[config.mk]
export PLATFORM = sky130hd
export DESIGN_NAME = scp_horner_step
export DESIGN_NICKNAME = d
export VERILOG_FILES = /design/src/hw/rtl/scp_pkg.sv /design/src/hw/rtl/scp_horner_step.sv
export SDC_FILE = /design/constraint.sdc
export NUM_CORES = 2
export LEC_CHECK = 0
export BUFFER_PORTS_ARGS = -buffer_cell sky130_fd_sc_hd__buf_2
export CAP_MARGIN = 20
export CORE_MARGIN = 3
export CORE_UTILIZATION = 50
export CTS_CLUSTER_SIZE = 8
export DETAILED_ROUTE_END_ITERATION = 10
export PLACE_DENSITY = 0.69
export SETUP_SLACK_MARGIN = 0.15
export SKIP_CTS_REPAIR_TIMING = 1
export SYNTH_ARGS = -nofsm -noshare
export SYNTH_HDL_FRONTEND = slang
export SYNTH_SLANG_ARGS = --single-unit
[constraint.sdc]
create_clock -name i_clk -period 8 [get_ports i_clk]
set_input_delay 0.8 -clock i_clk [delete_from_list [all_inputs] [get_ports i_clk]]
set_output_delay 0.8 -clock i_clk [all_outputs]
set_load 0.005 [all_outputs]
[src/hw/rtl/scp_pkg.sv]
package scp_pkg;

    localparam int SCP_MAX_COEFS = 4;
    localparam int SCP_FRAC_BITS = 16;
    localparam int SCP_WORD_W    = 32;
    localparam int SCP_CFG_IDX_W = 3;

    typedef logic signed [SCP_WORD_W-1:0] t_word;

    // Configuration register indexes.
    localparam logic [SCP_CFG_IDX_W-1:0] REG_ANALOG_ENABLE  = 3'd0;
    localparam logic [SCP_CFG_IDX_W-1:0] REG_CONVERT_OFFSET = 3'd1;
    localparam logic [SCP_CFG_IDX_W-1:0] REG_CONVERT_FACTOR = 3'd2;
    localparam logic [SCP_CFG_IDX_W-1:0] REG_COEF_COUNT     = 3'd3;
    localparam logic [SCP_CFG_IDX_W-1:0] REG_COEF_ZERO      = 3'd4;
    localparam logic [SCP_CFG_IDX_W-1:0] REG_COEF_ONE       = 3'd5;
    localparam logic [SCP_CFG_IDX_W-1:0] REG_COEF_TWO       = 3'd6;
    localparam logic [SCP_CFG_IDX_W-1:0] REG_COEF_THREE     = 3'd7;

    // Clamps a wide signed value to the 32-bit signed range.
    function automatic t_word f_sat(input logic signed [64:0] v);
        t_word r;
        if (v > 65'sd2147483647) begin
            r = 32'sh7fff_ffff;
        end else if (v < -65'sd2147483648) begin
            r = 32'sh8000_0000;
        end else begin
            r = v[31:0];
        end
        return r;
    endfunction

endpackage

[src/hw/rtl/scp_horner_step.sv]
module scp_horner_step
    import scp_pkg::*;
#(
    parameter int FRAC_BITS = SCP_FRAC_BITS
) (
    input  logic  i_clk,
    input  logic  i_rst_n,
    input  logic  i_valid,
    output logic  o_ready,
    input  t_word i_volt,
    input  t_word i_acc,
    input  logic  i_active,
    input  t_word i_coef,
    output logic  o_valid,
    input  logic  i_ready,
    output t_word o_volt,
    output t_word o_acc
);

    // Stage A holds the product, stage B the new accumulator.
    logic                 r_vld_a;
    logic                 r_vld_b;
    logic signed [63:0]   r_prod;
    t_word                r_volt_a;
    t_word                r_acc_a;
    logic                 r_act_a;
    t_word                r_volt_b;
    t_word                r_acc_b;
    logic                 rdy_a;
    logic                 rdy_b;
    logic signed [63:0]   prod;
    t_word                n_acc;

    assign rdy_b   = !r_vld_b || i_ready;
    assign rdy_a   = !r_vld_a || rdy_b;
    assign o_ready = rdy_a;
    assign prod    = i_volt * i_acc;

    always_comb begin
        if (r_act_a) begin
            n_acc = f_sat(65'(r_prod >>> FRAC_BITS) + 65'(i_coef));
        end else begin
            n_acc = r_acc_a;
        end
    end

    always_ff @(posedge i_clk) begin
        if (!i_rst_n) begin
            r_vld_a <= 1'b0;
            r_vld_b <= 1'b0;
        end else begin
            if (rdy_a) begin
                r_vld_a <= i_valid;
            end
            if (rdy_b) begin
                r_vld_b <= r_vld_a;
            end
        end
    end

    always_ff @(posedge i_clk) begin
        if (rdy_a && i_valid) begin
            r_prod   <= prod;
            r_volt_a <= i_volt;
            r_acc_a  <= i_acc;
            r_act_a  <= i_active;
        end
        if (rdy_b && r_vld_a) begin
            r_volt_b <= r_volt_a;
            r_acc_b  <= n_acc;
        end
    end

    assign o_valid = r_vld_b;
    assign o_volt  = r_volt_b;
    assign o_acc   = r_acc_b;

endmodule

* Word level (Yosys, flattened, before mapping)
Index checks and enable logic that the tools add are counted.
W data, S select, Z words.
** Storage, ports and cells
- Bits in registers :: 195
- Word-level logic and storage cells :: 21
** Cells by class
- $add $sub $neg :: 1
- $mul :: 1
- $lt $le $gt $ge :: 2
- Mux-type cells :: 3
- Reductions and logical operators :: 6
** Operator list (number)
- $mux W32 :: 3
- $mul A32 B32 Y64 :: 1
- $add A48 B32 Y49 :: 1
- $gt A49 B32 Y1 const B :: 1
- $lt A49 B32 Y1 const B :: 1
- $logic_and A1 B1 Y1 :: 2
- $logic_not A1 Y1 :: 2
- $logic_or A1 B1 Y1 :: 2

* Depth between registers and ports, before layout
- Word-level depth :: 5
- Depth in mapped cells :: 30
- Gate-level depth less buffers :: 29

* Worst setup path before layout
Ideal clock, no wire load.
- Path kind :: input port to flip-flop
- From :: input i_volt[31]
- To :: register r_prod[63], data pin
- Library setup time :: 0.260 ns
- Arrival :: 7.912 ns
- Setup slack :: -0.172 ns
- Cell stages on the path :: 25
- Path through :: clkbuf_1 nand2_1 inv_1 fa_1 inv_1 fa_1 inv_1 fa_1 fa_1 inv_1 fa_1 inv_1 fa_1 fa_1 fa_1 ha_1 a21boi_0 o21ai_0 nand2b_1 nand3_1 o21ai_1 a21oi_1 o41ai_1 a21oi_1 xnor2_1
** On the way
- Cells in the longest elaborated chain, start to end :: 1
** RTL lines
- start, declared :: line scp_horner_step.sv:10 : input t_word i_volt,
- $mul A32 B32 Y64 :: line scp_horner_step.sv:37 : assign prod = i_volt * i_acc;
- named net prod[63] :: line scp_horner_step.sv:31 : logic signed [63:0] prod;
- end signal, assigned :: line scp_horner_step.sv:63 : r_prod <= prod;
- end, declared :: line scp_horner_step.sv:23 : logic signed [63:0] r_prod;
The timed path passes the listed nets, and every way through them passes these cells.
A chain may end at the register's enable or synchronous reset.

* Worst setup path in the final report
- From :: input i_volt[13]
- To :: register r_prod[63], data pin
Same word-level chain as after synthesis.

==> results.txt <==
Sequential fraction of the synthesis area -> 12.1%
DRT iter0 DRCs -> 2088
Yosys warnings -> 0
Area leader, netlist -> fa_1
Design Area, Final -> 50400 sq um
Synthesized area per cell -> 10.0 sq um
Cell row count -> 108
Worst EP arrival -> 8.01 ns
DR pass1 iterations -> 6
Critical-path top delay cell -> fa_1
CP delay by family, top -> adder cells
Worst Tran Pin Value -> 1.07 ns
Startpoint types -> input pin
Largest net degree at the start of global routing -> 65
Number of synthesized flops with an enable pin -> 177
Vias in the first global route -> 34837
Filler cells -> 7513
Mapped Area -> 44300 sq um
Routed WL -> 122000 um
Core area -> 87300 sq um
Syn nets -> 5846
Register area -> 5360 sq um
DR vias/cell -> 5.35
CTS Buf Count -> 17
Max_slew headroom -> 28.7%
Routed Antenna Nets -> 0
Hold crit path type -> reg2reg
Outcome -> complete, no violations
CTS Sinks -> 179
Die Y -> 304 um
Global route total overflow -> 0
Drc violations -> 0
Die ar. -> 92300 sq um
Total Routing Usage GR -> 27.2%
Synth Register Bits -> 179
# setup viols final -> 0
Tcrit/Tclk final -> 96.8%
Crit. End Element -> flop
Non-Filler Instances -> 5957
CTS tree -> built
Synth area leaders -> fa_1 49%, edfxtp_1 12%, inv_1 8.3%
Worst path max stage delay -> 0.57 ns
Ys async rst share -> 0%
Skew-Pair Late Insertion Delay -> 0.51 ns
Worst path depth -> 28
Tmin final -> 7.75 ns
HPWL after DPL -> 102000 um
Drt wl/cell -> 20.6 um
CTS clk-pin slew, worst paths -> 0.08 ns
Via count -> 31874
Global-route wire length before repair -> 194000 um
Worst path required time -> 8.26 ns
R2R Path End -> o_acc[1]
Max Slew Vio Count -> 0
DP Area -> 48700 sq um
Starting density of the core -> 50.8%
Synthesis-to-finish area growth -> 13.6%
Top cell type's share of synthesized area -> 48.8%
Setup crit end -> r_prod[63]
Longest Clk Path Bufs -> 2
Worst Path Buf+Inv -> 8
Initial antenna violation count -> 6
Max-Cap Viols -> 0
Worst r2r path cells -> 15
# port buffers -> 166
Final Wtd Congestion -> 0.942
RSZ-0062 raised after global routing -> true
Most used cell, CP -> fa_1
# H-tree levels -> 4
Layout cell share with drive strength beyond 1 -> 15.2%
Critical path type -> in2reg
Final Hold Fails -> 0
Synth cell types -> 83
Final nets -> 6194
Synth Flop Type -> edfxtp_1
Multi-input logic area -> 34900 sq um
Reg2reg setup slack -> 2.38 ns
Origin of the critical flop-to-flop path -> r_prod[16]
# placed instances -> 5896
Clk Tree Root Cell -> clkbuf_16
CP Launch Point -> i_volt[13]
Max frequency -> 0.129 GHz
Io pins -> 167
Die width -> 304 um
Final worst hold slack -> 0.420 ns
Post-Synthesis Cells -> 4435
Critical Path Fanout Max -> 6
Setup Skew -> 0.0177 ns
==> worst min path at each step <==
stage / endpoint / from / depth (start not counted) / slack, ns
floorplan: o_volt[0] / r_volt_a[0] / 0 / 0.40
detailed placement: o_volt[12] / r_volt_a[12] / 0 / 0.40
CTS: o_volt[22] / r_volt_a[22] / 0 / 0.42
finish: o_volt[22] / r_volt_a[22] / 0 / 0.42
global route: o_volt[22] / r_volt_a[22] / 0 / 0.42
global placement: o_volt[3] / r_volt_a[3] / 0 / 0.40
==> layout make-up <==
class	instances	share of cell area (%)
multi-input combinational	3048	69.2
sequential	179	10.6
timing repair buffer	554	8.77
inverter	983	7.34
tap	1155	2.87
clock buffer	18	0.852
clock inverter	14	0.310
antenna	6	0.0298
==> flip-flops by register name (all words and copies together) (netlist names) <==
signal / count
r_prod: 48
o_acc: 32
o_volt: 32
r_acc_a: 32
r_volt_a: 32
o_valid: 1
r_act_a: 1
r_vld_a: 1
==> per-layer routing <==
metal	part of all wire [%]	vias up	global-route usage [%]
li1	-	13950	-
met5	0.022	-	0
met3	6.1	266	4.01
met2	50	1119	46.4
met1	40	16535	35.2
met4	4.7	4	10.4
==> synth_stat cells, types with 4 or more instances <==
library cell / count
o211ai_1: 9
a21oi_1: 102
a211o_1: 5
nor3b_1: 5
nand2_1: 549
nor2b_1: 15
edfxtp_1: 177
nand3_1: 25
fa_1: 1082
ha_1: 228
or3_1: 4
and3_1: 13
inv_1: 983
and2_1: 508
o21ai_1: 8
o22ai_2: 30
a31oi_1: 13
a211oi_1: 7
o21ai_0: 44
xnor2_1: 61
nor3_1: 13
xor2_1: 35
clkbuf_1: 200
buf_2: 14
mux2i_1: 4
buf_6: 6
nor4_1: 5
o21bai_1: 13
o31ai_1: 4
and4_1: 5
nand4_1: 16
nand2b_1: 16
nor2_1: 103
o21a_1: 17
a21o_1: 37
==> kinds of logic after synthesis <==
logic type | count (synthesis) | synth area share (%)
adders and majority gates | 1310 | 55.3
and+or+nand+nor | 1290 | 14.6
buffers and inverters | 1208 | 10.4
AOI/OAI and AO/OA | 347 | 5.69
DFF | 179 | 12.1
xor gates and xnor gates | 96 | 1.90
muxes | 5 | 0.116
==> cells in the final DEF, fill, tap and decap left out, drive strengths merged, types with 6 or more instances in the layout <==
cell    count
fa       1082
inv       990
nand2     551
buf       529
and2      508
ha        228
edfxtp    177
a21oi     104
nor2      103
xnor2      61
o21ai      52
clkbuf     43
a21o       38
xor2       35
o22ai      31
nand3      26
o21a       17
nand4      17
nand2b     16
nor2b      15
and3       14
o21bai     13
a31oi      13
nor3       13
o211ai     11
a211oi     10
diode       6
a211o       6
clkinv      6
==> through the flow <==
stage,setup slack [ns],util [%],setup TNS [ns]
after floorplan,0.126,-,0
after global placement,-0.713,55.8,-12.88
after detailed placement,-0.823,55.8,-15.41
after CTS,-0.299,56.5,-2.21
after global routing,0.0553,57.7,0
final,0.254,57.7,0
Power is not shown: default switching activity piles up to over one toggle a cycle in this logic, so the estimate is an artifact.
